$ cat config.mk
export PLATFORM = sky130hd
export DESIGN_NAME = uart_command_frame_parser
export DESIGN_NICKNAME = d
export VERILOG_FILES = /design/src/hdl/ucfp_pkg.sv /design/src/hdl/uart_command_frame_parser.sv /design/src/hdl/ucfp_frame.sv /design/src/hdl/ucfp_value.sv
export SDC_FILE = /design/constraint.sdc
export NUM_CORES = 2
export LEC_CHECK = 0
export ABC_AREA = 1
export ABC_CLOCK_PERIOD_IN_PS = 17300
export BUFFER_PORTS_ARGS = -buffer_cell sky130_fd_sc_hd__buf_4
export CORE_ASPECT_RATIO = 0.8
export CORE_MARGIN = 3
export CORE_UTILIZATION = 40
export DETAILED_ROUTE_END_ITERATION = 12
export MAX_ROUTING_LAYER = met4
export PLACE_DENSITY = 0.52
export SLEW_MARGIN = 20
export SYNTH_ARGS = -nofsm -noshare
export SYNTH_HDL_FRONTEND = slang
export SYNTH_SLANG_ARGS = --single-unit
$ cat constraint.sdc
create_clock -name clock -period 17.3 [get_ports clock]
set_input_delay 1.73 -clock clock [delete_from_list [all_inputs] [get_ports clock]]
set_output_delay 1.73 -clock clock [all_outputs]
set_load 0.02 [all_outputs]
$ cat src/hdl/ucfp_pkg.sv
// ucfp_pkg: shared constants, types and tables of the uart command frame parser
// character codes, keyword table, fixed-point widths and the fraction scaling table
// no dependencies
`timescale 1ns / 1ps

package ucfp_pkg;

   localparam int MAX_FRAME   = 32;
   localparam int FRAC_BITS   = 24;
   localparam int FRAC_DIGITS = 5;

   localparam int BYTE_W  = 8;
   localparam int CMD_W   = 5;
   localparam int VALUE_W = 56;
   localparam int POS_W   = 6;
   localparam int NAME_W  = 32;
   localparam int INT_W   = 40;

   localparam logic [BYTE_W-1:0] CH_BANG    = 8'h21;
   localparam logic [BYTE_W-1:0] CH_EQ      = 8'h3D;
   localparam logic [BYTE_W-1:0] CH_POINT   = 8'h2E;
   localparam logic [BYTE_W-1:0] CH_MINUS   = 8'h2D;
   localparam logic [BYTE_W-1:0] CH_P       = 8'h50;
   localparam logic [BYTE_W-1:0] DIGIT_BASE = 8'd48;

   localparam logic [POS_W-1:0] POS_MAX = '1;

   localparam logic [CMD_W-1:0] CMD_NONE = 5'd0;
   localparam logic [CMD_W-1:0] CMD_STOP = 5'd19;
   localparam logic [CMD_W-1:0] CMD_BUZ  = 5'd20;

   localparam int NUM_KEYS = 20;
   localparam int STOP_KEY = 18;

   typedef logic [3*BYTE_W-1:0] key_tab_type [NUM_KEYS];

   // first character in the top byte
   localparam key_tab_type KEY_TAB = '{
      "Skp", "Ski", "Skd", "Ckp", "Cki", "Ckd", "BRU", "MOT", "FAN", "LMO",
      "RMO", "LFA", "RFA", "FON", "SPE", "ENP", "ENI", "END", "STO", "Buz"
   };

   function automatic longint unsigned pow10(input int n);
      longint unsigned p;
      p = 1;
      for (int i = 0; i < n; i++) begin
         p = p * 10;
      end
      return p;
   endfunction

   localparam longint unsigned DEN = pow10(FRAC_DIGITS);

   // fraction magnitude, also after scaling to FRAC_DIGITS places
   localparam int MAG_W    = $clog2(23 * DEN);
   localparam int FACC_W   = MAG_W + 1;
   localparam int PLACES_W = $clog2(FRAC_DIGITS + 1);
   localparam int SCALE_W  = $clog2(DEN + 1);

   // reciprocal of DEN, one correction step afterwards
   localparam longint unsigned RECIP = (64'd1 << (FRAC_BITS + MAG_W)) / DEN;
   localparam int RECIP_W = $clog2(RECIP + 1);
   localparam int Q_W     = RECIP_W;
   localparam int REM_W   = $clog2(DEN) + 2;

   localparam int IP_W  = VALUE_W - FRAC_BITS + 2;
   localparam int SUM_W = VALUE_W + 2;
   localparam longint IP_LIM = longint'(1) << (VALUE_W - FRAC_BITS);

   localparam logic signed [VALUE_W-1:0] VAL_MAX = {1'b0, {(VALUE_W-1){1'b1}}};
   localparam logic signed [VALUE_W-1:0] VAL_MIN = {1'b1, {(VALUE_W-1){1'b0}}};

   typedef logic [SCALE_W-1:0] scale_tab_type [FRAC_DIGITS+1];

   function automatic scale_tab_type make_scale_tab();
      scale_tab_type t;
      for (int p = 0; p <= FRAC_DIGITS; p++) begin
         t[p] = SCALE_W'(pow10(FRAC_DIGITS - p));
      end
      return t;
   endfunction

   localparam scale_tab_type SCALE_TAB = make_scale_tab();

   function automatic logic [CMD_W-1:0] lookup_command(input logic [NAME_W-1:0] name);
      logic [CMD_W-1:0] cmd;
      logic hit;
      cmd = CMD_NONE;
      for (int c = NUM_KEYS - 1; c >= 0; c--) begin
         hit = (name[7:0] == KEY_TAB[c][23:16]) && (name[15:8] == KEY_TAB[c][15:8])
               && (name[23:16] == KEY_TAB[c][7:0]);
         if (c == STOP_KEY) begin
            hit = hit && (name[31:24] == CH_P);
         end
         if (hit) begin
            cmd = CMD_W'(c + 1);
         end
      end
      return cmd;
   endfunction

   typedef struct packed {
      logic [CMD_W-1:0]       command;
      logic                   stop_state;
      logic                   buzzer_level;
      logic                   overflow;
      logic                   has_value;
      logic                   negative;
      logic signed [IP_W-1:0] ip;
   } ucfp_meta_type;

   typedef struct packed {
      ucfp_meta_type    meta;
      logic             frac_neg;
      logic [MAG_W-1:0] mag;
   } ucfp_close_type;

endpackage

$ cat src/hdl/uart_command_frame_parser.sv
// uart_command_frame_parser: top level of the !NAME=value! command frame parser
// instantiates ucfp_frame and ucfp_value; depends on ucfp_pkg
//
//   channel  direction  handshake             payload
//   req      in         req_valid/req_stall   req_rx_byte
//   rsp      out        rsp_valid/rsp_stall   rsp_command, rsp_value, rsp_stop_state,
//                                             rsp_buzzer_level, rsp_overflow
//
// one byte accepted per cycle while req_stall is low; a closing '!' yields a response
// after the reciprocal divide, correction and saturation stages of ucfp_value
// synchronous active-high reset clears frame state and the stop and buzzer flags
// req_stall rises only when all six result stages hold responses under rsp_stall
`timescale 1ns / 1ps

module uart_command_frame_parser (
   input  logic                                 clock,
   input  logic                                 reset,
   input  logic                                 req_valid,
   output logic                                 req_stall,
   input  logic [ucfp_pkg::BYTE_W-1:0]          req_rx_byte,
   output logic                                 rsp_valid,
   input  logic                                 rsp_stall,
   output logic [ucfp_pkg::CMD_W-1:0]           rsp_command,
   output logic signed [ucfp_pkg::VALUE_W-1:0]  rsp_value,
   output logic                                 rsp_stop_state,
   output logic                                 rsp_buzzer_level,
   output logic                                 rsp_overflow
);
   import ucfp_pkg::*;

   logic           accept;
   logic           ready;
   logic           close_valid;
   ucfp_close_type close;

   assign req_stall = !ready;
   assign accept    = req_valid && ready;

   ucfp_frame u_frame (
      .clock       (clock),
      .reset       (reset),
      .accept      (accept),
      .rx_byte     (req_rx_byte),
      .close_valid (close_valid),
      .close       (close)
   );

   ucfp_value u_value (
      .clock            (clock),
      .reset            (reset),
      .close_valid      (close_valid),
      .close            (close),
      .ready            (ready),
      .rsp_valid        (rsp_valid),
      .rsp_stall        (rsp_stall),
      .rsp_command      (rsp_command),
      .rsp_value        (rsp_value),
      .rsp_stop_state   (rsp_stop_state),
      .rsp_buzzer_level (rsp_buzzer_level),
      .rsp_overflow     (rsp_overflow)
   );

endmodule

$ cat src/hdl/ucfp_frame.sv
// ucfp_frame: per-byte frame tracking, name capture and decimal accumulation
// emits one close request per closing '!' with command, flags and scaled fraction
// depends on ucfp_pkg
`timescale 1ns / 1ps

module ucfp_frame (
   input  logic                         clock,
   input  logic                         reset,
   input  logic                         accept,
   input  logic [ucfp_pkg::BYTE_W-1:0]  rx_byte,
   output logic                         close_valid,
   output ucfp_pkg::ucfp_close_type     close
);
   import ucfp_pkg::*;

   logic                       receiving_ff, receiving_in;
   logic [POS_W-1:0]           position_ff, position_in;
   logic [NAME_W-1:0]          name_ff, name_in;
   logic                       in_value_ff, in_value_in;
   logic                       negative_ff, negative_in;
   logic                       after_point_ff, after_point_in;
   logic                       fresh_ff, fresh_in;
   logic                       too_long_ff, too_long_in;
   logic signed [INT_W-1:0]    int_acc_ff, int_acc_in;
   logic signed [FACC_W-1:0]   frac_acc_ff, frac_acc_in;
   logic [PLACES_W-1:0]        places_ff, places_in;
   logic                       stop_ff, stop_in;
   logic                       buzz_ff, buzz_in;

   logic signed [BYTE_W+1:0]   digit;
   logic signed [INT_W+4:0]    int_wide, int_next;
   logic signed [FACC_W+3:0]   frac_wide, frac_next;
   logic [NAME_W-1:0]          name_cur;
   logic                       too_long_new;
   logic [CMD_W-1:0]           cmd;
   logic                       toggle_stop, toggle_buzz;
   longint                     ip_wide, ip_clamped;
   logic [FACC_W-1:0]          frac_abs;
   logic [MAG_W+SCALE_W-1:0]   mag_prod;

   always_comb begin
      digit     = $signed({2'b00, rx_byte}) - $signed({2'b00, DIGIT_BASE});
      int_wide  = (INT_W+5)'(int_acc_ff);
      int_next  = (int_wide <<< 3) + (int_wide <<< 1) + (INT_W+5)'(digit);
      frac_wide = (FACC_W+4)'(frac_acc_ff);
      frac_next = (frac_wide <<< 3) + (frac_wide <<< 1) + (FACC_W+4)'(digit);

      name_cur = name_ff;
      for (int k = 1; k <= 4; k++) begin
         if (position_ff == POS_W'(k)) begin
            name_cur[8*(k-1) +: 8] = rx_byte;
         end
      end

      too_long_new = too_long_ff | (position_ff >= POS_W'(MAX_FRAME));
      cmd          = too_long_new ? CMD_NONE : lookup_command(name_cur);
      toggle_stop  = (cmd == CMD_STOP);
      toggle_buzz  = (cmd == CMD_BUZ);

      ip_wide = longint'(int_acc_ff);
      if (ip_wide > IP_LIM) begin
         ip_clamped = IP_LIM;
      end else if (ip_wide < -IP_LIM) begin
         ip_clamped = -IP_LIM;
      end else begin
         ip_clamped = ip_wide;
      end

      frac_abs = frac_acc_ff[FACC_W-1] ? -frac_acc_ff : frac_acc_ff;
      mag_prod = (MAG_W+SCALE_W)'(frac_abs[MAG_W-1:0])
                 * (MAG_W+SCALE_W)'(SCALE_TAB[places_ff]);

      close.meta.command      = cmd;
      close.meta.stop_state   = stop_ff ^ toggle_stop;
      close.meta.buzzer_level = buzz_ff ^ toggle_buzz;
      close.meta.overflow     = too_long_new;
      close.meta.has_value    = in_value_ff & ~too_long_new;
      close.meta.negative     = negative_ff;
      close.meta.ip           = IP_W'(ip_clamped);
      close.frac_neg          = frac_acc_ff[FACC_W-1];
      close.mag               = mag_prod[MAG_W-1:0];

      receiving_in   = receiving_ff;
      position_in    = position_ff;
      name_in        = name_ff;
      in_value_in    = in_value_ff;
      negative_in    = negative_ff;
      after_point_in = after_point_ff;
      fresh_in       = fresh_ff;
      too_long_in    = too_long_ff;
      int_acc_in     = int_acc_ff;
      frac_acc_in    = frac_acc_ff;
      places_in      = places_ff;
      stop_in        = stop_ff;
      buzz_in        = buzz_ff;
      close_valid    = 1'b0;

      if (accept) begin
         if (!receiving_ff) begin
            if (rx_byte == CH_BANG) begin
               receiving_in = 1'b1;
               position_in  = POS_W'(1);
            end
         end else if (rx_byte != CH_BANG) begin
            position_in = (position_ff != POS_MAX) ? position_ff + 1'b1 : position_ff;
            name_in     = name_cur;
            too_long_in = too_long_new;
            if (rx_byte == CH_EQ) begin
               in_value_in    = 1'b1;
               negative_in    = 1'b0;
               after_point_in = 1'b0;
               int_acc_in     = '0;
               frac_acc_in    = '0;
               places_in      = '0;
               fresh_in       = 1'b1;
            end else if (in_value_ff) begin
               fresh_in = 1'b0;
               if (fresh_ff && rx_byte == CH_MINUS) begin
                  negative_in = 1'b1;
               end else if (rx_byte == CH_POINT && !after_point_ff) begin
                  after_point_in = 1'b1;
               end else if (after_point_ff) begin
                  if (places_ff < PLACES_W'(FRAC_DIGITS)) begin
                     frac_acc_in = frac_next[FACC_W-1:0];
                     places_in   = places_ff + 1'b1;
                  end
               end else if (!(&int_next[INT_W+4:INT_W-1])
                            && (|int_next[INT_W+4:INT_W-1])) begin
                  int_acc_in = int_next[INT_W+4] ? {1'b1, {(INT_W-1){1'b0}}}
                                                 : {1'b0, {(INT_W-1){1'b1}}};
               end else begin
                  int_acc_in = int_next[INT_W-1:0];
               end
            end
         end else begin
            close_valid    = 1'b1;
            stop_in        = stop_ff ^ toggle_stop;
            buzz_in        = buzz_ff ^ toggle_buzz;
            receiving_in   = 1'b0;
            position_in    = '0;
            name_in        = '0;
            in_value_in    = 1'b0;
            negative_in    = 1'b0;
            after_point_in = 1'b0;
            fresh_in       = 1'b0;
            too_long_in    = 1'b0;
            int_acc_in     = '0;
            frac_acc_in    = '0;
            places_in      = '0;
         end
      end
   end

   always_ff @(posedge clock) begin
      if (reset) begin
         receiving_ff   <= 1'b0;
         position_ff    <= '0;
         name_ff        <= '0;
         in_value_ff    <= 1'b0;
         negative_ff    <= 1'b0;
         after_point_ff <= 1'b0;
         fresh_ff       <= 1'b0;
         too_long_ff    <= 1'b0;
         int_acc_ff     <= '0;
         frac_acc_ff    <= '0;
         places_ff      <= '0;
         stop_ff        <= 1'b0;
         buzz_ff        <= 1'b0;
      end else begin
         receiving_ff   <= receiving_in;
         position_ff    <= position_in;
         name_ff        <= name_in;
         in_value_ff    <= in_value_in;
         negative_ff    <= negative_in;
         after_point_ff <= after_point_in;
         fresh_ff       <= fresh_in;
         too_long_ff    <= too_long_in;
         int_acc_ff     <= int_acc_in;
         frac_acc_ff    <= frac_acc_in;
         places_ff      <= places_in;
         stop_ff        <= stop_in;
         buzz_ff        <= buzz_in;
      end
   end

`ifndef NO_ASSERTIONS
   a_idle_position: assert property (@(posedge clock) disable iff (reset)
      !receiving_ff |-> position_ff == '0)
      else $error("position nonzero while idle");

   a_stop_on_close: assert property (@(posedge clock) disable iff (reset)
      $past(!reset) && (stop_ff != $past(stop_ff)) |-> $past(close_valid))
      else $error("stop flag changed outside a frame close");
`endif

endmodule

$ cat src/hdl/ucfp_value.sv
// ucfp_value: fixed-point conversion pipeline and result register
// reciprocal divide of the fraction, correction, integer merge and saturation
// depends on ucfp_pkg
`timescale 1ns / 1ps

module ucfp_value (
   input  logic                                 clock,
   input  logic                                 reset,
   input  logic                                 close_valid,
   input  ucfp_pkg::ucfp_close_type             close,
   output logic                                 ready,
   output logic                                 rsp_valid,
   input  logic                                 rsp_stall,
   output logic [ucfp_pkg::CMD_W-1:0]           rsp_command,
   output logic signed [ucfp_pkg::VALUE_W-1:0]  rsp_value,
   output logic                                 rsp_stop_state,
   output logic                                 rsp_buzzer_level,
   output logic                                 rsp_overflow
);
   import ucfp_pkg::*;

   logic rdy1, rdy2, rdy3, rdy4, rdy5, rdy_out;
   logic v1_ff, v2_ff, v3_ff, v4_ff, v5_ff, rsp_valid_ff;

   ucfp_close_type                 c1_ff;
   ucfp_meta_type                  m2_ff, m3_ff, m4_ff, m5_ff;
   logic [MAG_W+RECIP_W-1:0]       prod2_ff, prod2_in;
   logic [MAG_W-1:0]               mag2_ff;
   logic                           neg2_ff, neg3_ff;
   logic [Q_W-1:0]                 q3_ff, q3_in;
   logic [REM_W-1:0]               qd3_ff, qd3_in, ml3_ff, ml3_in;
   logic signed [Q_W+1:0]          q4_ff, q4_in;
   logic signed [VALUE_W-1:0]      s5_ff, s5_in;

   logic [MAG_W+FRAC_BITS-1:0]     mag_shift;
   logic [REM_W-1:0]               rem;
   logic [Q_W:0]                   q_mag;
   logic signed [SUM_W-1:0]        ip_ext, sum;
   logic signed [VALUE_W:0]        neg_val;

   logic [CMD_W-1:0]               command_ff;
   logic signed [VALUE_W-1:0]      value_ff, value_in;
   logic                           stop_state_ff, buzzer_level_ff, overflow_ff;

   assign rdy_out = !rsp_valid_ff || !rsp_stall;
   assign rdy5    = !v5_ff || rdy_out;
   assign rdy4    = !v4_ff || rdy5;
   assign rdy3    = !v3_ff || rdy4;
   assign rdy2    = !v2_ff || rdy3;
   assign rdy1    = !v1_ff || rdy2;
   assign ready   = rdy1;

   always_comb begin
      prod2_in = (MAG_W+RECIP_W)'(c1_ff.mag) * (MAG_W+RECIP_W)'(RECIP);

      q3_in     = prod2_ff[MAG_W+RECIP_W-1:MAG_W];
      qd3_in    = REM_W'(REM_W'(q3_in) * REM_W'(DEN));
      mag_shift = {mag2_ff, {FRAC_BITS{1'b0}}};
      ml3_in    = mag_shift[REM_W-1:0];

      rem   = ml3_ff - qd3_ff;
      q_mag = (Q_W+1)'(q3_ff) + (Q_W+1)'(rem >= REM_W'(DEN));
      q4_in = neg3_ff ? -$signed({1'b0, q_mag}) : $signed({1'b0, q_mag});

      ip_ext = SUM_W'($signed(m4_ff.ip));
      sum    = (ip_ext <<< FRAC_BITS) + SUM_W'(q4_ff);
      if (!(&sum[SUM_W-1:VALUE_W-1]) && (|sum[SUM_W-1:VALUE_W-1])) begin
         s5_in = sum[SUM_W-1] ? VAL_MIN : VAL_MAX;
      end else begin
         s5_in = sum[VALUE_W-1:0];
      end

      neg_val = -(VALUE_W+1)'(s5_ff);
      if (!m5_ff.has_value) begin
         value_in = '0;
      end else if (!m5_ff.negative) begin
         value_in = s5_ff;
      end else if (neg_val[VALUE_W] != neg_val[VALUE_W-1]) begin
         value_in = VAL_MAX;
      end else begin
         value_in = neg_val[VALUE_W-1:0];
      end
   end

   always_ff @(posedge clock) begin
      if (reset) begin
         v1_ff        <= 1'b0;
         v2_ff        <= 1'b0;
         v3_ff        <= 1'b0;
         v4_ff        <= 1'b0;
         v5_ff        <= 1'b0;
         rsp_valid_ff <= 1'b0;
      end else begin
         if (rdy1) begin
            v1_ff <= close_valid;
         end
         if (rdy2) begin
            v2_ff <= v1_ff;
         end
         if (rdy3) begin
            v3_ff <= v2_ff;
         end
         if (rdy4) begin
            v4_ff <= v3_ff;
         end
         if (rdy5) begin
            v5_ff <= v4_ff;
         end
         if (rdy_out) begin
            rsp_valid_ff <= v5_ff;
         end
      end
   end

   always_ff @(posedge clock) begin
      if (rdy1) begin
         c1_ff <= close;
      end
      if (rdy2) begin
         m2_ff    <= c1_ff.meta;
         prod2_ff <= prod2_in;
         mag2_ff  <= c1_ff.mag;
         neg2_ff  <= c1_ff.frac_neg;
      end
      if (rdy3) begin
         m3_ff   <= m2_ff;
         q3_ff   <= q3_in;
         qd3_ff  <= qd3_in;
         ml3_ff  <= ml3_in;
         neg3_ff <= neg2_ff;
      end
      if (rdy4) begin
         m4_ff <= m3_ff;
         q4_ff <= q4_in;
      end
      if (rdy5) begin
         m5_ff <= m4_ff;
         s5_ff <= s5_in;
      end
      if (rdy_out) begin
         command_ff      <= m5_ff.command;
         value_ff        <= value_in;
         stop_state_ff   <= m5_ff.stop_state;
         buzzer_level_ff <= m5_ff.buzzer_level;
         overflow_ff     <= m5_ff.overflow;
      end
   end

   assign rsp_valid        = rsp_valid_ff;
   assign rsp_command      = command_ff;
   assign rsp_value        = value_ff;
   assign rsp_stop_state   = stop_state_ff;
   assign rsp_buzzer_level = buzzer_level_ff;
   assign rsp_overflow     = overflow_ff;

`ifndef NO_ASSERTIONS
   a_overflow_clean: assert property (@(posedge clock) disable iff (reset)
      rsp_valid_ff && overflow_ff |-> command_ff == CMD_NONE && value_ff == '0)
      else $error("overlong frame carries a command or value");

   a_stage_hold: assert property (@(posedge clock) disable iff (reset)
      v3_ff && !rdy4 |=> v3_ff && $stable(q3_ff))
      else $error("blocked divide stage lost its request");
`endif

endmodule

==> impl_metrics.ini <==
[worst_setup_path]
path_class = register to register
path_delay_family = adder cells
crit_path_max_incr_delay_ns = 0.85
crit_buf_inv = 5
cp_max_fo = 11
required_ns = 17.70
slowest_stage = xor2_1
end_kind = register
critPathArrivalTime_ns = 8.29
cp-start-kind = register

[sta]
tightest_slew_ns = 1.08
finalCriticalPeriod_ns = 7.89
relSlewSlack_pct = 27.8
whs_ns = 0.407
fin_worst_skew_ns = 0.0229
hold_violations = 0
setup_slack_ns = 9.41
fmax_ghz = 0.127
rsz0062_at_grt = no
tns_ns = 0
slew_viol_final = 0
finalSetupViolations = 0
period_share_pct = 45.6

[final_layout]
drive_above_1_share_pct = 6.49
diodes = 0
fillCellCount = 12000
final_nets = 6517
area_growth_syn_to_layout_pct = 8.55

[job]
drv_cap = 0

[floorplanning]
ios = 78
fp.dieW_um = 398
start_util_pct = 40.5
core-area_mm2 = 0.121
rows = 114
dieArea_mm2 = 0.127
chipHeight_um = 320

[logic_synthesis]
synth_top_area_cell = edfxtp_1
yosys_warnings = 0
yosys.area.top_type_share_pct = 26.6
synth-xor-area-share_pct = 4.54
synth-async-reset-ratio_pct = 0
synthFlopType = edfxtp_1
avgSynthCellArea_um2 = 8.88
yosysSeqAreaShare_pct = 31.4
synth_area_mm2 = 0.0491
syn_inst = 5532
yosys-top-cells-count = 1,054 x inv_1, 1,030 x nand2_1, 476 x ha_1
synth_top_family_by_area = adder cells
synth_most_common_cell = inv_1
synth_mux_area_share_pct = 0
synth_area_leaders = edfxtp_1 27%, fa_1 18%, ha_1 12%
ys_ff_latch = 553
syn_nets = 6457
synth-simple-area-share_pct = 16.9
synthAdderAreaFrac_pct = 29.9
synth_compound_gate_area_share_pct = 7.99
synth.distinct_cells = 68
synth-edff-count = 435

[placed_design]
place_congestion = 0.929
io_buffers = 77
post-place-ws_ns = 9.46
dp_hpwl_mm = 99.6

[clocking]
cts_sinks = 553
clockRootBuffer = clkbuf_16
cts_resized = 0
tritoncts = yes
h-tree-depth = 2
cts_buffer_depth = 3
cts_made_buffers = 58
clk_latency_ns = 0.65
clk_pin_slew_ns = 0.08
cts-hold-fix-buffers = 0
post-cts-setup-buffers = 0

[power]
p_leak_nw = 26.7
power_density_mw_per_mm2 = 52.3
ir_drop_mv = 0.0801

[routing]
vias_per_cell = 4.92
first_pass_iters = 5
drtAntennaViolNets = 0
drc_errors = 0
drtIter0Drc = 2370
num_vias = 35700
postRouteWirelength_mm = 123
wl_per_cell_um = 16.9

[status]
status = finished clean

[global_route]
grt_pass1_wl_mm = 199
grt_pass1_vias = 35500
grt_max_degree = 81
grt_usage_pct = 20.0
antenna_found_initial = 1
grt-ovfl-total = 0

[hold_path]
hp-class = register to register
==> state kept, by name, summed over array words and instances, names as in the netlist, 3 cells and up <==
register / cells
u_value.rsp_command: 5
u_value.rsp_value: 56
u_value.prod2_ff: 30
u_frame.places_ff: 3
u_frame.frac_acc_ff: 23
u_value.m4_ff: 10
u_frame.position_ff: 6
u_frame.int_acc_ff: 40
u_value.q4_ff: 32
u_value.ip_ext: 34
u_value.c1_ff: 67
u_value.m5_ff: 10
u_value.qd3_ff: 12
u_value.q3_ff: 30
u_frame.name_ff: 32
u_value.m3_ff: 44
u_value.s5_ff: 56
u_value.m2_ff: 44
==> cells in the final DEF, fill, tap and decap left out, types with 9 or more instances in the layout <==
cell          n
inv_2        19
nor2_2       22
nand3_1     151
a31oi_1      33
nand2_2      66
a21oi_1     383
clkbuf_16    58
nand2_1    1029
dfxtp_1     118
ha_1        476
nor2_4        9
o211ai_1     12
nand4_1      85
o21ai_1      11
a21o_1        9
xor2_1      173
edfxtp_1    435
buf_4        99
nor3_1       53
o21a_1       13
nor4_1       28
nor2_1      428
fa_1        437
nand3b_1      9
clkinv_2     11
xnor2_1      76
o21bai_1     16
clkinv_1     11
inv_1      1051
o21ai_0     179
or2_2        15
==> path summary, 6_finish.rpt <==
check	cells past startpoint	from	slack [ns]	to
worst min-delay path	0	u_value.m2_ff[2]	0.41	u_value.m3_ff[2]
worst min register to register	0	u_value.m2_ff[2]	0.41	u_value.m3_ff[2]
worst max-delay path	28	u_frame.frac_acc_ff[0]	9.41	u_value.c1_ff[19]
worst max register to register	28	u_frame.frac_acc_ff[0]	9.41	u_value.c1_ff[19]
==> per-layer routing <==
layer | track usage, % | vias to the layer above | share of wire, %
met5 | - | - | 0
met4 | 2.89 | 0 | 1.3
met3 | 2.63 | 108 | 5.3
met2 | 27.5 | 719 | 40
met1 | 31.6 | 17000 | 53
li1 | - | 17900 | -
==> cell families (layout without fill, tap and decap cells) <==
logic type | Yosys count | after routing
XOR/XNOR | 252 | 252
adder cells (fa/ha/maj) | 913 | 913
flip-flops | 553 | 553
buffers and inverters | 1174 | 1282
AND/OR/NAND/NOR | 1928 | 1928
AO/OA/AOI/OAI | 712 | 712
==> where the power goes <==
group / switching (W) / internal [W] / total, W
Combinational: 0.0000732 / 0.0000311 / 0.000104
Clock: 0.000567 / 0.000704 / 0.00127
Sequential: 0.00000183 / 0.00142 / 0.00142
Total: 0.000642 / 0.00215 / 0.00279
==> layout make-up <==
class                      instances  area, µm²  area share [%]
tap                             1624       2030            3.81
inverter                        1075       4040            7.57
clock buffer                      65       1490            2.79
sequential                       553      15400            28.9
multi-input combinational       3805      29200            54.7
timing repair buffer              99        743            1.39
clock inverter                    43        432           0.809
==> metrics by stage <==
step	area, µm²	std cells	util, %	power, W
after floorplan	49100	5532	-	0.00152
after global routing	53300	7264	44.0	0.00290
after detailed placement	51400	7156	42.4	0.00155
after global placement	51400	7156	42.4	0.00155
after CTS	53300	7264	44.0	0.00284
final	53300	7264	44.0	0.00279
No activity file was read; power rests on OpenSTA's default activity.
